File: src/rtl/core/epsm_pkg.sv
// Shared types and constants of the encoder period speed meter.
`timescale 1ns / 1ps

package epsm_pkg;

  // Fixed field and register widths.
  localparam int MODE_BITS      = 1;
  localparam int CHAN_BITS      = 2;
  localparam int THRESH_BITS    = 8;
  localparam int TIMEOUT_BITS   = 24;
  localparam int NUM_BITS       = 32;
  localparam int OUT_SPEED_BITS = 24;
  localparam int SHOWN          = 4;
  localparam int CFG_IDX_BITS   = 2;
  localparam int CFG_DATA_BITS  = 32;
  localparam int DIV_CNT_BITS   = $clog2(NUM_BITS);

  // Register reset values.
  localparam logic [THRESH_BITS-1:0]  THRESH_RST  = 8'd60;
  localparam logic [TIMEOUT_BITS-1:0] TIMEOUT_RST = 24'd500000;
  localparam logic [NUM_BITS-1:0]     NUM_RST     = 32'd282858800;

  typedef enum logic [MODE_BITS-1:0] {
    MODE_TICK = 1'b0,
    MODE_EDGE = 1'b1
  } mode_t;

  typedef enum logic [CFG_IDX_BITS-1:0] {
    REG_EDGE_THRESHOLD  = 2'd0,
    REG_TIMEOUT_TICKS   = 2'd1,
    REG_SPEED_NUMERATOR = 2'd2
  } reg_idx_t;

  typedef enum logic [2:0] {
    ST_IDLE,
    ST_EDGE,
    ST_DIV,
    ST_SCAN,
    ST_FINISH
  } state_t;

endpackage

File: src/rtl/core/epsm_item_if.sv
// Request channel carrying ticks and encoder edges.
`timescale 1ns / 1ps

interface epsm_item_if
  import epsm_pkg::*;
();
  logic                 valid;
  logic                 ready;
  logic [MODE_BITS-1:0] mode;
  logic [CHAN_BITS-1:0] channel;

  modport source (output valid, output mode, output channel, input ready);
  modport sink   (input valid, input mode, input channel, output ready);
endinterface

File: src/rtl/core/epsm_result_if.sv
// Result channel carrying speeds and status.
`timescale 1ns / 1ps

interface epsm_result_if
  import epsm_pkg::*;
();
  logic                      valid;
  logic                      ready;
  logic [OUT_SPEED_BITS-1:0] speed_ch0;
  logic [OUT_SPEED_BITS-1:0] speed_ch1;
  logic [OUT_SPEED_BITS-1:0] speed_ch2;
  logic [OUT_SPEED_BITS-1:0] speed_ch3;
  logic                      window_done;
  logic [SHOWN-1:0]          stopped_mask;

  modport source (output valid, output speed_ch0, output speed_ch1, output speed_ch2,
                  output speed_ch3, output window_done, output stopped_mask, input ready);
  modport sink   (input valid, input speed_ch0, input speed_ch1, input speed_ch2,
                  input speed_ch3, input window_done, input stopped_mask, output ready);
endinterface

File: src/rtl/core/epsm_cfg_if.sv
// Configuration write channel.
`timescale 1ns / 1ps

interface epsm_cfg_if
  import epsm_pkg::*;
();
  logic                     valid;
  logic                     ready;
  logic [CFG_IDX_BITS-1:0]  index;
  logic [CFG_DATA_BITS-1:0] data;

  modport source (output valid, output index, output data, input ready);
  modport sink   (input valid, input index, input data, output ready);
endinterface

File: src/rtl/core/encoder_period_speed_meter.sv
// Top level of the encoder period speed meter.
`timescale 1ns / 1ps

// Four-channel (CHANNELS) encoder period speed meter.
// item:   one request per timebase tick (mode 0) or per rising encoder edge
//         (mode 1, channel selects the encoder). Taken only while idle.
// result: one request per item: all stored speeds, window_done and the
//         per-channel stopped mask, all as they stand after the item.
// cfg:    register writes (0 edge_threshold, 1 timeout_ticks,
//         2 speed_numerator); always ready, unknown indexes ignored.
// Timing: a sequencer walks the channels one per cycle, sharing one
//   subtract/compare unit between the timeout checks and a restoring
//   divider that yields one quotient bit per cycle.
//   Tick: channel scan, then finish. Edge closing no window or a zero-period
//   one: edge step, scan, finish. Edge that closes a window: edge step,
//   32 divide steps, scan, finish.
// Stall: the result sits in an output register; the block can take and
//   work the next item meanwhile, then waits before loading its own result.
// Reset (rst, synchronous): registers to reset values, all counts, timers
//   and speeds to zero, output empty.
module encoder_period_speed_meter
  import epsm_pkg::*;
#(
  parameter int CHANNELS   = 4,
  parameter int TIMER_BITS = 24,
  parameter int SPEED_BITS = 24
) (
  input  logic          clk,
  input  logic          rst,
  epsm_item_if.sink     item,
  epsm_result_if.source result,
  epsm_cfg_if.sink      cfg
);

  localparam int IW  = (CHANNELS > 1) ? $clog2(CHANNELS) : 1;
  localparam int CXW = (IW > CHAN_BITS) ? IW : CHAN_BITS;
  localparam int AW  = ((TIMER_BITS > TIMEOUT_BITS) ? TIMER_BITS : TIMEOUT_BITS) + 1;
  localparam logic [TIMER_BITS-1:0] TIMER_MAX = {TIMER_BITS{1'b1}};
  localparam logic [SPEED_BITS-1:0] SPEED_MAX = {SPEED_BITS{1'b1}};

  // Configuration registers
  logic [THRESH_BITS-1:0]  thresh;
  logic [TIMEOUT_BITS-1:0] timeout;
  logic [NUM_BITS-1:0]     numerator;

  // Channel state
  logic [THRESH_BITS-1:0] cnts [CHANNELS];
  logic [TIMER_BITS-1:0]  elap [CHANNELS];
  logic [SPEED_BITS-1:0]  spd  [CHANNELS];

  // Sequencer
  state_t                  state, state_next;
  logic                    is_tick;
  logic [IW-1:0]           chan_idx;
  logic [IW-1:0]           scan_idx;
  logic [DIV_CNT_BITS-1:0] div_cnt;
  logic [TIMER_BITS-1:0]   rem;
  logic [NUM_BITS-1:0]     quot;
  logic [TIMER_BITS-1:0]   period;
  logic                    done;
  logic [CHANNELS-1:0]     stop_bits;

  // Output register
  logic                      out_valid;
  logic [OUT_SPEED_BITS-1:0] out_speed [SHOWN];
  logic                      out_done;
  logic [SHOWN-1:0]          out_stop;

  // Datapath
  logic [IW-1:0]          rd_idx;
  logic [THRESH_BITS-1:0] rd_cnt;
  logic [TIMER_BITS-1:0]  rd_elap;
  logic [TIMER_BITS-1:0]  elap_inc;
  logic [TIMER_BITS-1:0]  scan_val;
  logic [TIMER_BITS:0]    trial;
  logic [AW-1:0]          alu_a, alu_b;
  logic [AW:0]            alu_diff;
  logic                   alu_ge;
  logic [NUM_BITS-1:0]    quot_next;
  logic [SPEED_BITS-1:0]  spd_q;
  logic [CXW-1:0]         ch_ext;
  logic                   ch_ok;
  logic                   closes;
  logic                   scan_last;
  logic                   out_free;

  // Write controls
  logic                   cnt_we, elap_we, spd_we;
  logic [THRESH_BITS-1:0] cnt_wd;
  logic [TIMER_BITS-1:0]  elap_wd;
  logic [SPEED_BITS-1:0]  spd_wd;

  logic [OUT_SPEED_BITS-1:0] show_speed [SHOWN];
  logic [SHOWN-1:0]          show_stop;

  assign item.ready = (state == ST_IDLE);
  assign cfg.ready  = 1'b1;
  assign out_free   = !out_valid || result.ready;

  assign ch_ext = CXW'(item.channel);
  assign ch_ok  = (32'(item.channel) < CHANNELS);

  assign rd_idx   = (state == ST_SCAN) ? scan_idx : chan_idx;
  assign rd_cnt   = cnts[rd_idx];
  assign rd_elap  = elap[rd_idx];
  assign elap_inc = (rd_elap == TIMER_MAX) ? rd_elap : rd_elap + 1'b1;
  assign scan_val = is_tick ? elap_inc : rd_elap;
  assign closes   = !(rd_cnt < thresh);
  assign scan_last = (scan_idx == IW'(CHANNELS - 1));

  // Shared subtract/compare: divide step or timeout check
  assign trial    = {rem, quot[NUM_BITS-1]};
  assign alu_a    = (state == ST_DIV) ? AW'(trial) : AW'(scan_val);
  assign alu_b    = (state == ST_DIV) ? AW'(period) : AW'(timeout);
  assign alu_diff = {1'b0, alu_a} - {1'b0, alu_b};
  assign alu_ge   = !alu_diff[AW];

  assign quot_next = {quot[NUM_BITS-2:0], alu_ge};
  assign spd_q     = ((quot_next >> SPEED_BITS) != '0) ? SPEED_MAX : SPEED_BITS'(quot_next);

  // Next state
  always_comb begin
    state_next = state;
    unique case (state)
      ST_IDLE: begin
        if (item.valid) begin
          if (mode_t'(item.mode) == MODE_EDGE && ch_ok) state_next = ST_EDGE;
          else state_next = ST_SCAN;
        end
      end
      ST_EDGE: begin
        if (!closes || rd_elap == '0) state_next = ST_SCAN;
        else state_next = ST_DIV;
      end
      ST_DIV: begin
        if (div_cnt == '0) state_next = ST_SCAN;
      end
      ST_SCAN: begin
        if (scan_last) state_next = ST_FINISH;
      end
      ST_FINISH: begin
        if (out_free) state_next = ST_IDLE;
      end
      default: state_next = ST_IDLE;
    endcase
  end

  // Channel state write controls
  always_comb begin
    cnt_we  = 1'b0;
    elap_we = 1'b0;
    spd_we  = 1'b0;
    cnt_wd  = '0;
    elap_wd = '0;
    spd_wd  = '0;
    unique case (state)
      ST_EDGE: begin
        cnt_we = 1'b1;
        if (!closes) begin
          cnt_wd = rd_cnt + 1'b1;
        end else begin
          elap_we = 1'b1;
          if (rd_elap == '0) begin
            spd_we = 1'b1;
            spd_wd = SPEED_MAX;
          end
        end
      end
      ST_DIV: begin
        if (div_cnt == '0) begin
          spd_we = 1'b1;
          spd_wd = spd_q;
        end
      end
      ST_SCAN: begin
        if (is_tick) begin
          elap_we = 1'b1;
          elap_wd = elap_inc;
          if (alu_ge) begin
            cnt_we = 1'b1;
            spd_we = 1'b1;
          end
        end
      end
      ST_IDLE, ST_FINISH: begin
      end
      default: begin
      end
    endcase
  end

  // Config registers
  always_ff @(posedge clk) begin
    if (rst) begin
      thresh    <= THRESH_RST;
      timeout   <= TIMEOUT_RST;
      numerator <= NUM_RST;
    end else if (cfg.valid) begin
      unique case (reg_idx_t'(cfg.index))
        REG_EDGE_THRESHOLD:  thresh    <= THRESH_BITS'(cfg.data);
        REG_TIMEOUT_TICKS:   timeout   <= TIMEOUT_BITS'(cfg.data);
        REG_SPEED_NUMERATOR: numerator <= NUM_BITS'(cfg.data);
        default: ;
      endcase
    end
  end

  // Channel state
  always_ff @(posedge clk) begin
    if (rst) begin
      for (int i = 0; i < CHANNELS; i++) begin
        cnts[i] <= '0;
        elap[i] <= '0;
        spd[i]  <= '0;
      end
    end else begin
      if (cnt_we)  cnts[rd_idx] <= cnt_wd;
      if (elap_we) elap[rd_idx] <= elap_wd;
      if (spd_we)  spd[rd_idx]  <= spd_wd;
    end
  end

  // Sequencer
  always_ff @(posedge clk) begin
    if (rst) begin
      state     <= ST_IDLE;
      done      <= 1'b0;
      is_tick   <= 1'b0;
      scan_idx  <= '0;
      stop_bits <= '0;
    end else begin
      state <= state_next;
      if (state == ST_IDLE && item.valid) begin
        is_tick  <= (mode_t'(item.mode) == MODE_TICK);
        chan_idx <= ch_ext[IW-1:0];
        done     <= 1'b0;
        scan_idx <= '0;
      end
      if (state == ST_EDGE && closes) begin
        done    <= 1'b1;
        period  <= rd_elap;
        rem     <= '0;
        quot    <= numerator;
        div_cnt <= DIV_CNT_BITS'(NUM_BITS - 1);
      end
      if (state == ST_DIV) begin
        rem     <= alu_ge ? alu_diff[TIMER_BITS-1:0] : trial[TIMER_BITS-1:0];
        quot    <= quot_next;
        div_cnt <= div_cnt - 1'b1;
      end
      if (state == ST_SCAN) begin
        stop_bits[scan_idx] <= alu_ge;
        if (!scan_last) scan_idx <= scan_idx + 1'b1;
      end
    end
  end

  // Channels shown on the result; absent ones read as zero
  for (genvar g = 0; g < SHOWN; g++) begin : g_show
    if (g < CHANNELS) begin : g_present
      assign show_speed[g] = OUT_SPEED_BITS'(spd[g]);
      assign show_stop[g]  = stop_bits[g];
    end else begin : g_absent
      assign show_speed[g] = '0;
      assign show_stop[g]  = 1'b0;
    end
  end

  // Output register
  always_ff @(posedge clk) begin
    if (rst) begin
      out_valid <= 1'b0;
    end else begin
      if (state == ST_FINISH && out_free) begin
        out_valid <= 1'b1;
        out_speed <= show_speed;
        out_done  <= done;
        out_stop  <= show_stop;
      end else if (result.ready) begin
        out_valid <= 1'b0;
      end
    end
  end

  assign result.valid        = out_valid;
  assign result.speed_ch0    = out_speed[0];
  assign result.speed_ch1    = out_speed[1];
  assign result.speed_ch2    = out_speed[2];
  assign result.speed_ch3    = out_speed[3];
  assign result.window_done  = out_done;
  assign result.stopped_mask = out_stop;

endmodule

File: src/flat_wrapper.sv
// flat-port wrapper written by rule: the top's interface ports become plain ports
module encoder_period_speed_meter_flat import epsm_pkg::*;
#(
  parameter int CHANNELS   = 4,
  parameter int TIMER_BITS = 24,
  parameter int SPEED_BITS = 24
)
  (clk, rst, item_valid, item_mode, item_channel, item_ready, result_valid, result_speed_ch0, result_speed_ch1, result_speed_ch2, result_speed_ch3, result_window_done, result_stopped_mask, result_ready, cfg_valid, cfg_index, cfg_data, cfg_ready);
  epsm_item_if item_i ();
  epsm_result_if result_i ();
  epsm_cfg_if cfg_i ();
  input  logic clk;
  input  logic rst;
  input wire logic [$bits(item_i.valid)-1:0] item_valid;
  input wire logic [$bits(item_i.mode)-1:0] item_mode;
  input wire logic [$bits(item_i.channel)-1:0] item_channel;
  output wire logic [$bits(item_i.ready)-1:0] item_ready;
  output wire logic [$bits(result_i.valid)-1:0] result_valid;
  output wire logic [$bits(result_i.speed_ch0)-1:0] result_speed_ch0;
  output wire logic [$bits(result_i.speed_ch1)-1:0] result_speed_ch1;
  output wire logic [$bits(result_i.speed_ch2)-1:0] result_speed_ch2;
  output wire logic [$bits(result_i.speed_ch3)-1:0] result_speed_ch3;
  output wire logic [$bits(result_i.window_done)-1:0] result_window_done;
  output wire logic [$bits(result_i.stopped_mask)-1:0] result_stopped_mask;
  input wire logic [$bits(result_i.ready)-1:0] result_ready;
  input wire logic [$bits(cfg_i.valid)-1:0] cfg_valid;
  input wire logic [$bits(cfg_i.index)-1:0] cfg_index;
  input wire logic [$bits(cfg_i.data)-1:0] cfg_data;
  output wire logic [$bits(cfg_i.ready)-1:0] cfg_ready;
  assign item_i.valid = item_valid;
  assign item_i.mode = item_mode;
  assign item_i.channel = item_channel;
  assign item_ready = item_i.ready;
  assign result_valid = result_i.valid;
  assign result_speed_ch0 = result_i.speed_ch0;
  assign result_speed_ch1 = result_i.speed_ch1;
  assign result_speed_ch2 = result_i.speed_ch2;
  assign result_speed_ch3 = result_i.speed_ch3;
  assign result_window_done = result_i.window_done;
  assign result_stopped_mask = result_i.stopped_mask;
  assign result_i.ready = result_ready;
  assign cfg_i.valid = cfg_valid;
  assign cfg_i.index = cfg_index;
  assign cfg_i.data = cfg_data;
  assign cfg_ready = cfg_i.ready;
  encoder_period_speed_meter #(.CHANNELS(CHANNELS), .TIMER_BITS(TIMER_BITS), .SPEED_BITS(SPEED_BITS)) u_core (.clk(clk), .rst(rst), .item(item_i), .result(result_i), .cfg(cfg_i));
endmodule
File: config.mk
export PLATFORM = sky130hd
export DESIGN_NAME = encoder_period_speed_meter_flat
export DESIGN_NICKNAME = d
export VERILOG_FILES = /design/src/rtl/core/epsm_pkg.sv /design/src/rtl/core/epsm_item_if.sv /design/src/rtl/core/epsm_result_if.sv /design/src/rtl/core/epsm_cfg_if.sv /design/src/rtl/core/encoder_period_speed_meter.sv /design/src/flat_wrapper.sv
export SDC_FILE = /design/constraint.sdc
export NUM_CORES = 1
export LEC_CHECK = 0
export BUFFER_PORTS_ARGS = -buffer_cell sky130_fd_sc_hd__buf_2
export CELL_PAD_IN_SITES_DETAIL_PLACEMENT = 1
export CELL_PAD_IN_SITES_GLOBAL_PLACEMENT = 2
export CORE_ASPECT_RATIO = 1.2
export CORE_MARGIN = 2
export CORE_UTILIZATION = 30
export DETAILED_ROUTE_END_ITERATION = 12
export PLACE_DENSITY = 0.73
export SLEW_MARGIN = 20
export SYNTH_ARGS = -nofsm -noshare
export SYNTH_HDL_FRONTEND = slang
export SYNTH_SLANG_ARGS = --single-unit
File: constraint.sdc
create_clock -name clk -period 10.75 [get_ports clk]
set_clock_uncertainty 0.05 [all_clocks]
set_input_delay 1.075 -clock clk [delete_from_list [all_inputs] [get_ports clk]]
set_output_delay 1.075 -clock clk [all_outputs]
set_load 0.01 [all_outputs]
==> out/qor.txt, run 1 <==
status: finished, final reports clean
Slew Limit Fails: 0
number of CTS-inserted buffers: 51
crit-path max cell delay: 0.88 ns
Syn Inst Count: 1885
pin count of the biggest net entering global routing: 88
Die ar.: 0.0768 sq mm
Pwr Density: 177 mW/mm^2
initial antenna violation count: 6
Synth area leader: edfxtp_1
Reg clk slew, reported paths: 0.06 ns
Max Cap Viol: 0
CTS resizes: 0
final wirelength: 62400 microns
Hold Fails Final Rpt: 0
clock latency on the worst-skew pair: 0.61 ns
Starting Density: 0.303
Post-Syn Area: 0.0224 sq mm
WL/cell: 20.5 microns
Max Freq: 116 MHz
relative slew slack: 0.266
H-tree lvl count: 2
syn nets: 1967
CP Launch Point: u_core.state[2]$_SDFFE_PP0P_
TritonCTS clock tree: yes
Sinks on Clock Net: 488
Max clock buf depth: 3
# setup viols final: 0
Least-Margin Pin Slew: 1.09 ns
CP Cell Sequence: nand3b_2, mux2_4, mux4_2, ha_1, and4b_1, and4b_1, a211oi_4, or4b_1, a31oi_1, ha_1, a21o_1, a2111oi_0, o21ai_0, o21ai_0, a21oi_1, o211ai_1, nand2b_1
vias per cell: 4.89
nets: 2080
DRC viols: 0
die height: 303 microns
Synth top area share: 0.553
critical register-to-register path startpoint: u_core.state[2]$_SDFFE_PP0P_
commonest cells after routing, fill and taps aside: edfxtp_1 (412), nand2_1 (282), nor2_1 (270)
worst setup margin: 2.16 ns
leading cell type in the layout, fill and taps excluded: edfxtp_1
first-pass GRT wire length: 96000 microns
Synth cell types: 68
Synth-to-Final Area Change: 14.7%
First-pass DRT Iterations: 5
Die W: 253 microns
Tmin final: 8.59 ns
vias after detailed routing: 14900
Post-DRT Antenna Nets: 0
Ys Warns: 0
row cnt: 109
period utilization: 0.799
DRT iter0 DRCs: 871
HP Start: u_core.spd[1][18]$_SDFFCE_PN0P_
GR Util All Layers: 0.163
core footprint: 0.0738 sq mm
RSZ-0062 raised after global routing: no
global route total overflow: 0
Arr. time, crit path: 8.79 ns
crit-path max FO: 30
Synth area leaders: edfxtp_1 (55%), dfxtp_1 (6.8%), mux2i_1 (5.8%)
Crit-path slowest cell: nand3b_2
routability cong.: 0.863
post-CTS setup buffers: 0
Worst Path Required: 10.95 ns
layout cells sized above 1: 0.146
Setup TNS: 0 ns
ys async rst share: 0
Setup CP Type: flip-flop to flip-flop
utilization after layout: 0.348
Port Buf Inserts: 144
CP Capture Type: flip-flop
Critical Path Source Type: flip-flop
Max VDD drop: 114 uV
vias in the first global route: 15900
Synth Register Bits: 488
syn_area_per_cell: 11.9 sq um
CTS Hold Buffers Added: 0
Post-synth EDFFs: 412
Ports: 146
sequential area share after synthesis: 0.621
CTS Root Cell: clkbuf_16
Setup WS pre-CTS: 1.86 ns
Main synth FF type: edfxtp_1
dpl hpwl: 44900 microns
Hold Crit Class: flip-flop to flip-flop
Leak: 9.48 nW
per-layer routing:
| metal | global-route usage | up-vias | part of all wire | wire length [microns] |
|---|---|---|---|---|
| li1 | - | 6976 | - | - |
| met3 | 0.0272 | 107 | 0.042 | 2600 |
| met2 | 0.294 | 315 | 0.51 | 31600 |
| met1 | 0.197 | 7445 | 0.42 | 26100 |
| met4 | 0.0545 | 12 | 0.031 | 1940 |
| met5 | 0 | - | 0.0014 | 88 |
critical path, delay by kind of cell (launching register included):
family                   cells  cell delay [ns]
multiplexers                 2             1.55
AO/OA/AOI/OAI                8             3.07
adder cells (fa/ha/maj)      2             0.61
flip-flops                   1             0.42
AND/OR/NAND/NOR              5             2.50
power by group:
part | switching (W) | internal (W) | leakage (nW) | total [W]
clock network | 0.000756 | 0.000959 | 0.768 | 0.00171
logic | 0.000426 | 0.000228 | 4.11 | 0.000654
registers | 0.0000432 | 0.00214 | 4.60 | 0.00219
cell usage after synthesis, types with 17 or more instances:
master and instances:
nand3b_1 20, nand2_1 282, clkbuf_1 73, a21oi_1 77, xnor2_1 50, a22o_1 20
dfxtp_1 76, a21o_1 17, nor4_1 17, edfxtp_1 412, nor3_1 33, mux2i_1 129
nor2_1 271, nand3_1 20, o21a_1 34, ha_1 39, o21ai_0 34, inv_1 61
layout make-up:
class	instances	area (sq um)
repair buffers	170	926
clock buffers	68	1350
fillers	8075	48100
diodes	2	5.00
clock inverters	24	225
flip-flops and latches	488	13900
well taps	999	1250
multi-input cells	1220	7760
inverters	67	251
path summary, 6_finish.rpt:
| check | endpoint | slack (ns) | depth (start not counted) |
|---|---|---|---|
| max reg2reg | u_core.cnts[0][3]$_SDFFCE_PN0P_ | 2.16 | 17 |
| min reg2reg | result_speed_ch1[18]$_DFFE_PP_ | 0.37 | 0 |
| max | u_core.cnts[0][3]$_SDFFCE_PN0P_ | 2.16 | 17 |
| min | result_speed_ch1[18]$_DFFE_PP_ | 0.37 | 0 |
flip-flops by register name, indices dropped and copies added, names as in the netlist, 32 cells and up:
signal and count:
u_core.numerator 32, u_core.quot 32, u_core.elap 96, u_core.cnts 32, u_core.spd 96
through the flow:
stage	hold WS, ns	cell area (sq um)	power [W]	instances
floorplan	0.350	22400	0.00268	1885
global placement	0.352	24100	0.00287	2943
detailed placement	0.356	24100	0.00289	2943
CTS	0.370	25600	0.00461	3035
global route	0.374	25700	0.00474	3036
finish	0.368	25700	0.00455	3038
cells by family after synthesis:
group	Yosys count	synth area share
AND/OR/NAND/NOR	703	0.137
flip-flops	488	0.621
AO/OA/AOI/OAI	258	0.0787
buffers and inverters	177	0.0346
multiplexers	154	0.0805
XOR/XNOR	64	0.0250
adder cells (fa/ha/maj)	40	0.0227
other	1	0.000168
(Power assumes the default switching activity.)
==> run 2, diff against run 1 <==
- clock period: 10.75 -> 8.5 ns (I/O delays scaled with it)
==> run 2 against run 1 <==
  * Combinational power up 32%
  * Non-clock buffer count up 16
  * Sequential power up 26%
  * Flip-flop and latch count stayed put
  * Highest routed layer unchanged
==> out/qor.txt, run 2 (same netlist as run 1, synthesis figures left out) <==
die height: 303 microns (unchanged)
layer with the highest usage: met2
Max clock buf depth: 3 (unchanged)
Inserted Diodes: 0 (-2)
Die ar.: 0.0768 sq mm (unchanged)
R2R setup slack: 0.65 ns (-1.51 ns)
Least-Margin Pin Slew: 1.11 ns (+0.0146 ns)
Hold Path End: result_speed_ch1[10]$_DFFE_PP_
CP Capture Type: flip-flop
Pwr Density: 228 mW/mm^2 (+29%)
critical register-to-register path startpoint: u_core.state[2]$_SDFFE_PP0P_
GR Util All Layers: 0.164 (+0.000496)
M1 GR Usage: 0.194 (-0.00264)
Placed Area: 0.0242 sq mm (+0.55%)
Hold Fails Final Rpt: 0 (unchanged)
row cnt: 109 (unchanged)
worst hold stages: 0 (unchanged)
top flop regs: u_core.elap: 96 flops, u_core.spd: 96 flops
R2R Path End: u_core.cnts[1][7]$_SDFFCE_PN0P_
Placed Cells: 2958 (+0.51%)
Hold Crit Class: flip-flop to flip-flop
utilization after layout: 0.352 (+0.00409)
CP Launch Point: u_core.state[2]$_SDFFE_PP0P_
period utilization: 0.923 (+0.124)
clock latency on the worst-skew pair: 0.62 ns (about the same)
Port Buf Inserts: 144 (unchanged)
HP Start: u_core.spd[1][10]$_SDFFCE_PN0P_
relative slew slack: 0.261 (-0.00479)
final wirelength: 62900 microns (+0.87%)
met2 Track Usage GR: 0.298 (+0.00339)
Reg clk slew, reported paths: 0.06 ns (about the same)
vias after detailed routing: 15000 (+0.84%)
First-pass DRT Iterations: 5 (unchanged)
most used cell, CP: o21ai_0
routability cong.: 0.892 (+3.4%)
Post-DRT Antenna Nets: 0 (unchanged)
Tmin final: 7.85 ns (-0.741 ns)
TritonCTS clock tree: yes
crit-path max FO: 22 (-27%)
H-tree lvl count: 2 (unchanged)
final instance area: 0.0260 sq mm (+1.2%)
Arr. time, crit path: 8.04 ns (-0.75 ns)
DRC viols: 0 (unchanged)
first-pass GRT wire length: 96100 microns (+0.12%)
Leak: 9.63 nW (+1.5%)
met3 Use GR: 0.0270 (-0.000171)
RSZ-0062 raised after global routing: no
Ports: 146 (unchanged)
Max Freq: 127 MHz (+9.4%)
Die W: 253 microns (unchanged)
Sinks on Clock Net: 488 (unchanged)
Max VDD drop: 146 uV (+28%)
core footprint: 0.0738 sq mm (unchanged)
Slew Limit Fails: 0 (unchanged)
vias in the first global route: 16000 (+0.75%)
worst-case reg-to-reg path depth: 20 (+3)
CTS Root Cell: clkbuf_16
CP Cell Sequence: nand3b_2, buf_4, mux2_4, mux4_2, ha_1, and4b_1, nand4b_1, buf_4, o211ai_1, xnor2_1, o21ai_0, ha_1, o21ai_0, a2111oi_1, o21ai_0, a211oi_1, o21ai_0, a21oi_1, o211ai_1, nand2b_1
number of CTS-inserted buffers: 51 (unchanged)
layout cells sized above 1: 0.154 (+0.00838)
Worst Path Required: 8.70 ns (-2.25 ns)
Synth-to-Final Area Change: 16.0%
Critical Path Source Type: flip-flop
leading cell type in the layout, fill and taps excluded: edfxtp_1
status: finished, final reports clean
crit-path max cell delay: 0.67 ns (-0.21 ns)
Max Cap Viol: 0 (unchanged)
# setup viols final: 0 (unchanged)
WL/cell: 20.6 microns (+0.31%)
initial antenna violation count: 3 (-3)
global route total overflow: 0 (unchanged)
Crit-path slowest cell: a2111oi_1
vias per cell: 4.90 (+0.28%)
Setup CP Type: flip-flop to flip-flop
commonest cells after routing, fill and taps aside: edfxtp_1 (412), nand2_1 (281), nor2_1 (271)
nets: 2096 (+0.77%)
pin count of the biggest net entering global routing: 97 (+10%)
fin cells: 3055 (+0.56%)
Setup TNS: 0 ns (unchanged)
Starting Density: 0.303 (unchanged)
dpl hpwl: 45300 microns (+1.0%)
DRT iter0 DRCs: 842 (-3.3%)
[run 2: cell types whose count changed in the layout (fill, tap and decap cells not counted), moves of 3 or more]
cell / delta
buf_4: +15
clkinv_1: +4
clkbuf_8: +4
clkbuf_1: -6
clkinv_2: -6
o21a_1: +4
clkinv_4: +3
o21a_2: -4
[run 2: critical path: cells and delay by family (launching register included)]
| kind | cells | cell delay (ns) |
|---|---|---|
| DFF | 1 | 0.56 |
| and+or+nand+nor | 4 | 1.33 |
| adders and majority gates | 2 | 0.70 |
| muxes | 2 | 0.90 |
| xor gates and xnor gates | 1 | 0.18 |
| AOI/OAI and AO/OA | 9 | 3.01 |
| buffers and inverters | 2 | 0.72 |
[run 2: through the flow]
step	setup WS, ns	hold slack [ns]	total power (W)
3_3_place_gp	0.871	0.354	0.00365
3_5_place_dp	0.564	0.356	0.00367
5_1_grt	0.0678	0.351	0.00616
6_report	0.653	0.363	0.00593
4_1_cts	0.519	0.345	0.00598
2_1_floorplan	2.24	0.350	0.00339
[run 2: how the worst max path moves through the flow]
stage                                       to  slack [ns]
2_1_floorplan  u_core.div_cnt[0]$_SDFFCE_PN1P_        2.24
3_3_place_gp   u_core.cnts[1][1]$_SDFFCE_PN0P_        0.87
3_5_place_dp   u_core.cnts[1][3]$_SDFFCE_PN0P_        0.56
4_1_cts        u_core.cnts[1][7]$_SDFFCE_PN0P_        0.52
5_1_grt        u_core.cnts[1][7]$_SDFFCE_PN0P_        0.07
6_report       u_core.cnts[1][7]$_SDFFCE_PN0P_        0.65
[run 2: layout make-up]
| class | count | area, sq um |
|---|---|---|
| sequential | 488 | 13900 |
| timing repair buffer | 186 | 1060 |
| inverter | 67 | 251 |
| clock buffer | 66 | 1380 |
| tap | 999 | 1250 |
| multi-input combinational | 1220 | 7770 |
| fill | 7949 | 47800 |
| clock inverter | 29 | 347 |
[run 2: layer usage]
metal  wire [microns]  vias up
li1                 -     7001
met1            26100     7535
met2            32100      329
met3             2640      109
met4             2060        6
met5               49        -
[run 2: timing repair]
item | in CTS | in global routing
buffers inserted | 0 | 0
hold buffers | 0 | 0
resized for setup | 0 | 1
setup endpoints to repair | 0 | 8
[run 2: power breakdown]
group          switching [W]  internal [W]  leakage [nW]
clock network       0.000985       0.00132         0.835
registers          0.0000521       0.00271          4.60
logic               0.000564      0.000298          4.19
